$ cat src/rtl/pbwfp_pkg.sv
`timescale 1ns / 1ps
// Package for the wire field parser: item types, token kinds, error codes
// and parse phase codes. No dependencies.
package pbwfp_pkg;

    typedef struct packed {
        logic [7:0] data_byte;
        logic       last_byte;
    } in_item_t;

    typedef struct packed {
        logic [2:0]  token_kind;
        logic [31:0] field_id;
        logic [2:0]  wire_kind;
        logic [63:0] token_value;
        logic [1:0]  error_code;
        logic        end_of_message;
    } out_item_t;

    typedef struct packed {
        logic [7:0] data_byte;
        logic       last_byte;
    } queue_item_t;

    localparam logic [2:0] TK_HEADER  = 3'd0;
    localparam logic [2:0] TK_VARINT  = 3'd1;
    localparam logic [2:0] TK_FIXED32 = 3'd2;
    localparam logic [2:0] TK_FIXED64 = 3'd3;
    localparam logic [2:0] TK_LENGTH  = 3'd4;
    localparam logic [2:0] TK_PAYLOAD = 3'd5;
    localparam logic [2:0] TK_ERROR   = 3'd6;

    localparam logic [1:0] ERR_TRUNCATED = 2'd0;
    localparam logic [1:0] ERR_TOO_LONG  = 2'd1;
    localparam logic [1:0] ERR_WIRE_TYPE = 2'd2;
    localparam logic [1:0] ERR_FIELD_0   = 2'd3;

    localparam logic [2:0] WT_VARINT = 3'd0;
    localparam logic [2:0] WT_FIX64  = 3'd1;
    localparam logic [2:0] WT_LEN    = 3'd2;
    localparam logic [2:0] WT_FIX32  = 3'd5;

    localparam logic [2:0] PH_TAG     = 3'd0;
    localparam logic [2:0] PH_VARINT  = 3'd1;
    localparam logic [2:0] PH_FIX64   = 3'd2;
    localparam logic [2:0] PH_FIX32   = 3'd3;
    localparam logic [2:0] PH_LEN     = 3'd4;
    localparam logic [2:0] PH_PAYLOAD = 3'd5;
    localparam logic [2:0] PH_DRAIN   = 3'd6;

    localparam int QUEUE_DEPTH = 2;

endpackage

$ cat src/rtl/protobuf_wire_field_parser_unit.sv
`timescale 1ns / 1ps
// Wire format tokenizer top level; depends on pbwfp_pkg, pbwfp_front, pbwfp_back.
// Throughput: one byte per cycle, sustained while tokens are taken.
// Path: each accepted byte waits in the two-entry input queue, and any token it
// yields is held in the output register until it is taken.
// Reset: synchronous active-low aresetn empties the queue and rearms at a tag.
module protobuf_wire_field_parser_unit (
    input  logic                 aclk,
    input  logic                 aresetn,
    input  logic                 s_valid,
    output logic                 s_ready,
    input  pbwfp_pkg::in_item_t  s_data,
    output logic                 m_valid,
    input  logic                 m_ready,
    output pbwfp_pkg::out_item_t m_data
);
    import pbwfp_pkg::*;

    logic        q_valid;
    logic        q_ready;
    queue_item_t q_data;

    pbwfp_front u_front (
        .aclk    (aclk),
        .aresetn (aresetn),
        .s_valid (s_valid),
        .s_ready (s_ready),
        .s_data  (s_data),
        .q_valid (q_valid),
        .q_ready (q_ready),
        .q_data  (q_data)
    );

    pbwfp_back u_back (
        .aclk    (aclk),
        .aresetn (aresetn),
        .q_valid (q_valid),
        .q_ready (q_ready),
        .q_data  (q_data),
        .m_valid (m_valid),
        .m_ready (m_ready),
        .m_data  (m_data)
    );

endmodule

$ cat src/rtl/pbwfp_front.sv
`timescale 1ns / 1ps
// Front end: accepts input items into a two-entry queue for the parser.
// Depends on pbwfp_pkg.
module pbwfp_front (
    input  logic                   aclk,
    input  logic                   aresetn,
    input  logic                   s_valid,
    output logic                   s_ready,
    input  pbwfp_pkg::in_item_t    s_data,
    output logic                   q_valid,
    input  logic                   q_ready,
    output pbwfp_pkg::queue_item_t q_data
);
    import pbwfp_pkg::*;

    queue_item_t mem_reg [QUEUE_DEPTH];
    logic        wr_ptr_reg;
    logic        rd_ptr_reg;
    logic [1:0]  count_reg;
    logic        push;
    logic        pop;

    assign s_ready = (count_reg != 2'(QUEUE_DEPTH));
    assign q_valid = (count_reg != 2'd0);
    assign q_data  = mem_reg[rd_ptr_reg];
    assign push    = s_valid && s_ready;
    assign pop     = q_valid && q_ready;

    always_ff @(posedge aclk) begin
        if (push) begin
            mem_reg[wr_ptr_reg].data_byte <= s_data.data_byte;
            mem_reg[wr_ptr_reg].last_byte <= s_data.last_byte;
        end
        if (!aresetn) begin
            wr_ptr_reg <= 1'b0;
            rd_ptr_reg <= 1'b0;
            count_reg  <= 2'd0;
        end else begin
            if (push) wr_ptr_reg <= ~wr_ptr_reg;
            if (pop)  rd_ptr_reg <= ~rd_ptr_reg;
            count_reg <= count_reg + 2'(push) - 2'(pop);
        end
    end

endmodule

$ cat src/rtl/pbwfp_back.sv
`timescale 1ns / 1ps
// Back end: wire format state machine with a registered output stage.
// Depends on pbwfp_pkg.
module pbwfp_back (
    input  logic                   aclk,
    input  logic                   aresetn,
    input  logic                   q_valid,
    output logic                   q_ready,
    input  pbwfp_pkg::queue_item_t q_data,
    output logic                   m_valid,
    input  logic                   m_ready,
    output pbwfp_pkg::out_item_t   m_data
);
    import pbwfp_pkg::*;

    logic [2:0]  phase_reg, phase_next;
    logic [63:0] acc_reg, acc_next;
    logic [3:0]  pos_reg, pos_next;
    logic [31:0] field_reg, field_next;
    logic [2:0]  wt_reg, wt_next;
    logic [63:0] rem_reg, rem_next;
    logic        out_valid_reg;
    out_item_t   out_reg;
    out_item_t   tok;
    logic        emit;
    logic        step;
    logic [7:0]  b;
    logic        last;
    logic [63:0] acc_v;
    logic [63:0] acc_f;
    logic [5:0]  sh7;
    logic [5:0]  sh8;
    logic [3:0]  pos_inc;
    logic [31:0] tag_field;
    logic [2:0]  tag_wt;

    assign q_ready = !out_valid_reg || m_ready;
    assign step    = q_valid && q_ready;
    assign m_valid = out_valid_reg;
    assign m_data  = out_reg;
    assign b       = q_data.data_byte;
    assign last    = q_data.last_byte;
    assign sh7     = 6'((7 * pos_reg) & 63);
    assign sh8     = {pos_reg[2:0], 3'b000};
    assign acc_v   = acc_reg | ({57'd0, b[6:0]} << sh7);
    assign acc_f   = acc_reg | ({56'd0, b} << sh8);
    assign pos_inc = pos_reg + 4'd1;
    assign tag_field = acc_v[34:3];
    assign tag_wt    = acc_v[2:0];

    always_comb begin
        phase_next = phase_reg;
        acc_next   = acc_reg;
        pos_next   = pos_reg;
        field_next = field_reg;
        wt_next    = wt_reg;
        rem_next   = rem_reg;
        emit       = 1'b0;
        tok.token_kind     = TK_HEADER;
        tok.field_id       = field_reg;
        tok.wire_kind      = wt_reg;
        tok.token_value    = 64'd0;
        tok.error_code     = ERR_TRUNCATED;
        tok.end_of_message = last;
        case (phase_reg)
            PH_DRAIN: begin
                if (last) phase_next = PH_TAG;
            end
            PH_TAG, PH_VARINT, PH_LEN: begin
                if (b[7]) begin
                    if (pos_reg >= 4'd9 || last) begin
                        emit = 1'b1;
                        tok.token_kind = TK_ERROR;
                        tok.error_code = (pos_reg >= 4'd9) ? ERR_TOO_LONG : ERR_TRUNCATED;
                    end else begin
                        acc_next = acc_v;
                        pos_next = pos_inc;
                    end
                end else begin
                    acc_next = 64'd0;
                    pos_next = 4'd0;
                    emit     = 1'b1;
                    if (phase_reg == PH_TAG) begin
                        tok.field_id     = tag_field;
                        tok.wire_kind    = tag_wt;
                        field_next       = tag_field;
                        wt_next          = tag_wt;
                        tok.token_kind   = TK_ERROR;
                        if (tag_field == 32'd0) begin
                            tok.error_code = ERR_FIELD_0;
                        end else if (tag_wt != WT_VARINT && tag_wt != WT_FIX64 &&
                                     tag_wt != WT_LEN && tag_wt != WT_FIX32) begin
                            tok.error_code = ERR_WIRE_TYPE;
                        end else if (!last) begin
                            tok.token_kind     = TK_HEADER;
                            tok.end_of_message = 1'b0;
                            case (tag_wt)
                                WT_VARINT: phase_next = PH_VARINT;
                                WT_FIX64:  phase_next = PH_FIX64;
                                WT_FIX32:  phase_next = PH_FIX32;
                                default:   phase_next = PH_LEN;
                            endcase
                        end
                    end else if (phase_reg == PH_VARINT) begin
                        tok.token_kind  = TK_VARINT;
                        tok.token_value = acc_v;
                        phase_next      = PH_TAG;
                        field_next      = 32'd0;
                        wt_next         = 3'd0;
                    end else if (acc_v == 64'd0 || !last) begin
                        tok.token_kind  = TK_LENGTH;
                        tok.token_value = acc_v;
                        if (acc_v == 64'd0) begin
                            phase_next = PH_TAG;
                            field_next = 32'd0;
                            wt_next    = 3'd0;
                        end else begin
                            rem_next   = acc_v;
                            phase_next = PH_PAYLOAD;
                        end
                    end else begin
                        tok.token_kind = TK_ERROR;
                    end
                end
            end
            PH_FIX32, PH_FIX64: begin
                if (pos_inc >= ((phase_reg == PH_FIX32) ? 4'd4 : 4'd8)) begin
                    emit = 1'b1;
                    tok.token_kind  = (phase_reg == PH_FIX32) ? TK_FIXED32 : TK_FIXED64;
                    tok.token_value = acc_f;
                    acc_next   = 64'd0;
                    pos_next   = 4'd0;
                    phase_next = PH_TAG;
                    field_next = 32'd0;
                    wt_next    = 3'd0;
                end else if (last) begin
                    emit = 1'b1;
                    tok.token_kind = TK_ERROR;
                end else begin
                    acc_next = acc_f;
                    pos_next = pos_inc;
                end
            end
            PH_PAYLOAD: begin
                emit = 1'b1;
                tok.token_value = {56'd0, b};
                if (rem_reg <= 64'd1) begin
                    tok.token_kind = TK_PAYLOAD;
                    phase_next = PH_TAG;
                    rem_next   = 64'd0;
                    field_next = 32'd0;
                    wt_next    = 3'd0;
                end else if (last) begin
                    tok.token_kind  = TK_ERROR;
                    tok.token_value = 64'd0;
                end else begin
                    tok.token_kind = TK_PAYLOAD;
                    rem_next = rem_reg - 64'd1;
                end
            end
            default: begin
                phase_next = PH_TAG;
            end
        endcase
        if (emit && tok.token_kind == TK_ERROR) begin
            phase_next = last ? PH_TAG : PH_DRAIN;
            acc_next   = 64'd0;
            pos_next   = 4'd0;
            field_next = 32'd0;
            wt_next    = 3'd0;
            rem_next   = 64'd0;
        end
    end

    always_ff @(posedge aclk) begin
        if (step && emit) out_reg <= tok;
        if (!aresetn) begin
            phase_reg     <= PH_TAG;
            acc_reg       <= 64'd0;
            pos_reg       <= 4'd0;
            field_reg     <= 32'd0;
            wt_reg        <= 3'd0;
            rem_reg       <= 64'd0;
            out_valid_reg <= 1'b0;
        end else begin
            if (step) begin
                phase_reg <= phase_next;
                acc_reg   <= acc_next;
                pos_reg   <= pos_next;
                field_reg <= field_next;
                wt_reg    <= wt_next;
                rem_reg   <= rem_next;
            end
            if (q_ready) out_valid_reg <= step && emit;
        end
    end

endmodule

$ cat config.mk
export PLATFORM = sky130hd
export DESIGN_NAME = protobuf_wire_field_parser_unit
export DESIGN_NICKNAME = d
export VERILOG_FILES = /design/src/rtl/pbwfp_pkg.sv /design/src/rtl/protobuf_wire_field_parser_unit.sv /design/src/rtl/pbwfp_front.sv /design/src/rtl/pbwfp_back.sv
export SDC_FILE = /design/constraint.sdc
export NUM_CORES = 1
export LEC_CHECK = 0
export BUFFER_PORTS_ARGS = -buffer_cell sky130_fd_sc_hd__buf_2
export CAP_MARGIN = 5
export CORE_UTILIZATION = 55
export CTS_BUF_LIST = sky130_fd_sc_hd__clkbuf_16
export DETAILED_ROUTE_END_ITERATION = 10
export PLACE_DENSITY = 0.78
export SETUP_SLACK_MARGIN = 0.1
export SLEW_MARGIN = 20
export SYNTH_ARGS = -nofsm -noshare
export SYNTH_HDL_FRONTEND = slang
export SYNTH_SLANG_ARGS = --single-unit
$ cat constraint.sdc
create_clock -name aclk -period 7.56 [get_ports aclk]
set_input_delay 1.512 -clock aclk [delete_from_list [all_inputs] [get_ports aclk]]
set_output_delay 1.512 -clock aclk [all_outputs]
set_load 0.03 [all_outputs]
# --- Yosys cells after proc, flatten, opt, wreduce, memory -nomap -nowiden ---
# Memories as Yosys holds them, arrays and structs flattened. A register that Yosys moved wholly into a read port is not among the register bits.
# Cells that the tools add are included.
classes:
  bitwise_logic: 4
  n_addsub: 4
  n_lt_le_gt_ge: 3
  muxes: 95
  n_reduce_logical: 27
  shifts: 2
  mul: 1
  n_eq_ne: 29
op_table:
  columns: ["cell", "count"]
  rows:
  - ["two-way mux 64 bit", 18]
  - ["two-way mux 32 bit", 8]
  - ["one-hot mux 64 bit (2 select lines)", 2]
  - ["one-hot mux 64 bit (3 select lines)", 1]
  - ["OR 64 bit", 2]
  - ["two-way mux 99 bit", 1]
  - ["one-hot mux 32 bit (3 select lines)", 1]
  - ["two-way mux 3 bit", 29]
  - ["two-way mux 35 bit", 2]
  - ["<= comparator 64 x 1 -> 1 bit (second input constant)", 1]
  - ["zero test 64 bit", 1]
  - ["left shift 7 x 6 -> 64 bit", 1]
  - ["left shift 8 x 6 -> 64 bit", 1]
  - ["subtractor 64 x 1 -> 64 bit (second input constant)", 1]
  - ["zero test 32 bit", 1]
  - ["one-hot mux 3 bit (3 select lines)", 3]
  - ["two-way mux 4 bit", 6]
  - ["inequality test 4 bit (second input constant)", 6]
  - ["equality test 3 bit (second input constant)", 5]
  - ["inequality test 3 x 1 -> 1 bit (second input constant)", 5]
  - ["inequality test 3 bit (second input constant)", 5]
  - ["two-way mux 1 bit", 14]
  - ["two-way mux 2 bit", 6]
  - ["one-hot mux 3 bit (4 select lines)", 1]
  - ["other kinds (28)", 44]
totals:
  in_bits: 13
  elab_cells: 182
  n_memories: 1
  output_inout_bits: 107
  ram_bits: 18
  register_bits: 280
mem_list:
  columns: ["memory", "depth", "word_bits", "read_ports", "rd_ports_with_merged_regs", "write_ports", "line", "rtl"]
  rows:
  - ["u_front.mem_reg", 2, 9, 1, 1, 1, "pbwfp_front.sv:16", "queue_item_t mem_reg [QUEUE_DEPTH];"]

# --- Longest topological paths before layout ---
depth:
  word_depth: 16
  depth_mapped: 21
  mapped_depth_nobuf: 15

# --- Cells and area by module ---
# From an unflattened synthesis, not the netlist that was laid out.
unflattened:
  hier_cells: 1774
  hier_area_um2: 16121.7
by_module_without_submodules:
  columns: ["module", "seq_area_each_um2", "area_per_inst_um2", "n_inst", "cells_per_inst"]
  rows:
  - ["pbwfp_back", 6576.3, 15239.6, 1, 1722]
  - ["pbwfp_front", 640.6, 882.1, 1, 52]

# --- Worst setup path after synthesis ---
# No wires, ideal clock.
synth_path:
  kind: "register to register"
  start: "reg u_back.pos_reg[1]"
  end: "reg u_back.field_reg[4]"
  arrival_time_ps: 5265
  required_ps: 7490
  n_path_buf: 5
  setup_ps: 70
  path_stages_with_launch: 19
  setup_slack_ps: 2225
  period_less_slack_ps: 5335
  cell_sequence: "dfxtp_1 > fa_1 > ha_1 > inv_1 > fa_1 > clkbuf_1 > clkbuf_1 > o21ai_0 > a31oi_1 > nand4_1 > or4_1 > or4_4 > buf_6 > o311a_4 > buf_6 > a211oi_4 > buf_6 > o31ai_1 > a21oi_1"
synth_via:
  elab_chain_len: 16
synth_rtl:
  columns: ["element", "line", "rtl"]
  rows:
  - ["start: declaration", "pbwfp_back.sv:18", "logic [3:0] pos_reg, pos_next;"]
  - ["start signal: assignment", "pbwfp_back.sv:189", "pos_reg <= pos_next;"]
  - ["branches (longest 16 deep; another with multiplier 3 x 4 -> 6 bit)", null, null]
  - ["end signal: assignment", "pbwfp_back.sv:190", "field_reg <= field_next;"]
  - ["end: declaration", "pbwfp_back.sv:19", "logic [31:0] field_reg, field_next;"]
# Several ways; the timed one is not identified. The select of a mux whose other input is x is not followed.
# A chain may end at the register's enable or synchronous reset.

# --- Final worst setup path ---
layout_path:
  start: "reg u_back.pos_reg[0]"
  end: "reg u_back.rem_reg[15]"
layout_via:
  elab_chain_len: 16
layout_rtl:
  columns: ["element", "line", "rtl"]
  rows:
  - ["branches (longest 16 deep; another with multiplier 3 x 4 -> 6 bit)", null, null]
  - ["end signal: assignment", "pbwfp_back.sv:192", "rem_reg <= rem_next;"]
  - ["end: declaration", "pbwfp_back.sv:21", "logic [63:0] rem_reg, rem_next;"]
# Several ways; the timed one is not identified. The select of a mux whose other input is x is not followed.

==> summary.md <==
| Metric | Value |
|---|---|
| Leakage power | `0.00646 µW` |
| Maximum VDD drop | `0.248 mV` |
| Prevailing post-synth register cell | `dfxtp_1` |
| Antenna violations before repair | `3` |
| Reg2reg end | `u_back.rem_reg[15]$_SDFFE_PN0P_` |
| Clk_skew | `~16 ps` |
| Max reg flops | `around 110` |
| Number of global-route vias before repair | `15092` |
| Inst Count DP | `about 2300` |
| Crit end category | `flop` |
| Adder-Cell Fraction of Synth Area | `1.70%` |
| Max cap viols | `0` |
| Synth area leaders | `edfxtp_1 22%, dfxtp_1 21%, a21oi_1 7.2%` |
| Synth-to-layout area growth | `12.1%` |
| # fillers | `roughly 2500` |
| Cts hold-fix bufs | `0` |
| Warnings, synthesis | `0` |
| Synth top cells by count | `237 x a21oi_1, 176 x dfxtp_1, 156 x nand2_1` |
| Post-Syn Area | `roughly 0.016 mm²` |
| H-tree Lvls | `1` |
| Min Tclk post-route | `between 7000 and 8000 ps` |
| Final Slew Violations | `0` |
| GR Util met2 | `about three fifths` |
| DP Area | `0.0173 mm²` |
| Final setup viols | `0` |
| Synth area leader | `edfxtp_1` |
| Post-synth ARST share | `0%` |
| XOR/XNOR Fraction of Synth Area | `roughly 3.2%` |
| Arr. time, crit path | `approximately 7400 ps` |
| Clk_lat worst skew | `590 ps` |
| Largest net degree at the start of global routing | `95` |
| Initial Util | `between 50% and 60%` |
| Top-count cell post-synth | `a21oi_1` |
| Worst-Margin Slew | `around 1200 ps` |
| Largest family of logic cells by synthesized area | `compound AO/OA/AOI/OAI gates` |
| Yosys reg bits | `~300` |
| Critical path class | `flop to flop` |
| DRT antenna net count | `0` |
| Clk root buf | `clkbuf_16` |
| Seq/Total Area, Yosys | `approximately 44%` |
| Syn Inst Count | `roughly 1900` |
| Depth of the worst register-to-register path | `15` |
| Routed len/inst | `approximately 26 µm` |
| Number of post-CTS setup repair buffers | `0` |
| Outcome | `finished clean` |
| Worst-path clk slew | `roughly 70 ps` |
| Reg-to-reg startpoint | `u_back.pos_reg[0]$_SDFFE_PN0P_` |
| All-Layer GR Usage | `roughly two fifths` |
| Placer's final routability congestion estimate | `~1.0` |
| Avg Cell Area, Syn | `just under 9 µm²` |
| Min-delay src | `u_back.acc_reg[50]$_SDFFE_PN0P_` |
| Rows | `62` |
| Met1 usage | `between 50% and 60%` |
| TritonCTS clock tree | `built` |
| Drt total wl | `approximately 61000 µm` |
| CP startpoint kind | `flop` |
| Setup TNS | `0 ps` |
| Global-route wire length before repair | `91600 µm` |
| Number of buffers created by CTS | `31` |
| # IOs | `120` |
| Reg area | `~0.0072 mm²` |
| Final hold violations | `0` |
| DIE AREA | `a little over 0.03 mm²` |
| Via count | `roughly 16000` |
| Post-CTS resize count | `0` |
| Post-synth top area share | `22.4%` |
| IO Port Bufs | `approximately 120` |
| Global routing's busiest layer | `met2` |
| Path type of the worst min-delay path | `flop to flop` |
| DR vias/cell | `7.09` |
| WHS Endpoint | `u_back.acc_reg[50]$_SDFFE_PN0P_` |
| Routing usage on met3 | `under 10%` |
| Compound-Gate Fraction of Synth Area | `a little over a quarter` |
| Total grt overflow | `0` |
| Dpl hpwl | `between 40000 and 50000 µm` |
| Synth Area in Simple Gates | `16.3%` |
| Relative slew slack | `a little over a fifth` |
| Final Util | `roughly 63%` |
| Drt first pass iters | `9` |
| Distinct cells, synth | `87` |
| Fin area | `between 0.015 and 0.02 mm²` |
| Total core area | `slightly below 0.03 mm²` |
| Final non-filler cell total | `2310` |
| Min-Delay Path Depth | `2` |
| Fmax | `about 140 MHz` |
| Die W | `175 µm` |
| DRC violations left | `0` |
| WP data required | `7980 ps` |
| Multi-input gate area | `between 0.008 and 0.009 mm²` |
| Nets@finish | `about 1900` |
| Pwr/cell area | `approximately 510 mW/mm²` |
| Worst-path maximum fanout | `37` |
| Net Count, Synth | `approximately 1900` |
| Tcrit/Tclk final | `92.7%` |
| CTS Sinks | `299` |
| Post-synthesis mux area share | `2.81%` |
| Post-synth EDFFs | `between 100 and 150` |
| Die Span Y | `between 150 and 200 µm` |
| Deepest clock path buffer count | `3` |
| Initial drt markers | `around 3000` |
| Share of cells above drive strength 1 | `approximately 15%` |
| R2R setup slack | `550 ps` |
| RSZ-0062 raised after global routing | `no` |
-- cell families after synthesis --
group	count (synthesis)
multiplexers	30
buffers and inverters	175
flip-flops	299
AND/OR/NAND/NOR	559
XOR/XNOR	61
AO/OA/AOI/OAI	707
adder cells (fa/ha/maj)	20
-- routing by layer --
metal	vias to the layer above	share of wire, %
met3	233	12
met1	7768	39
met4	6	6.2
li1	7145	-
met2	1219	43
met5	-	0.076
-- worst max-delay path: stages (launching register included) --
cell and delay [ps]:
dfxtp_1 450, fa_1 590, ha_1 170, inv_1 70, fa_1 1080, inv_1 510
o41a_1 760, a211oi_1 350, o2111ai_1 150, or4_1 510, or4_4 610, o311a_4 530
a31o_2 540, buf_4 320, o211ai_1 110, a21oi_1 90
-- placed cells by master, fill, tap and decap left out, types with 24 or more instances in the layout --
cell / instances
nor2_1: 128
nand3_1: 74
nor3_1: 43
xnor2_1: 36
nor4_1: 24
a22oi_1: 56
o21ai_0: 88
nand2b_1: 40
edfxtp_1: 123
nand2_1: 151
dfxtp_1: 176
o22ai_1: 152
xor2_1: 25
a21oi_1: 237
clkbuf_16: 32
o31ai_1: 39
buf_4: 49
buf_2: 119
-- power by group --
group          total (µW)  internal (µW)  leakage (µW)  switching (µW)
logic                5380           1550       0.00330            3820
registers            2310           2100       0.00261             202
clock network        1700            990      0.000550             707
total                9380           4650       0.00646            4730
-- cell type report --
cell class | instances | area share [%]
Multi-Input combinational cell | 1377 | 46.3
Inverter | 22 | 0.475
Timing Repair Buffer | 169 | 5.33
Tap cell | 384 | 2.60
Clock buffer | 32 | 4.34
Antenna cell | 1 | 0.0136
Clock inverter | 26 | 1.82
Sequential cell | 299 | 39.1
-- metrics by stage --
step	hold WS, ps	setup WS, ps	power [µW]
CTS	465	753	9200
floorplan	440	2220	6030
detailed placement	456	780	7500
global route	488	265	9750
finish	470	549	9380
global placement	453	807	7430
-- worst max path at each step --
stage	depth (start not counted)	start	slack [ps]	end
detailed placement	15	u_back.pos_reg[1]$_SDFFE_PN0P_	780	u_back.field_reg[5]$_SDFFE_PN0P_
floorplan	18	u_back.pos_reg[1]$_SDFFE_PN0P_	2220	u_back.field_reg[4]$_SDFFE_PN0P_
finish	15	u_back.pos_reg[0]$_SDFFE_PN0P_	550	u_back.rem_reg[15]$_SDFFE_PN0P_
CTS	15	u_back.pos_reg[1]$_SDFFE_PN0P_	750	u_back.rem_reg[15]$_SDFFE_PN0P_
global placement	15	u_back.pos_reg[1]$_SDFFE_PN0P_	810	u_back.rem_reg[15]$_SDFFE_PN0P_
global route	15	u_back.pos_reg[1]$_SDFFE_PN0P_	270	u_back.rem_reg[63]$_SDFFE_PN0P_
No activity file was read; power rests on OpenSTA's default activity.
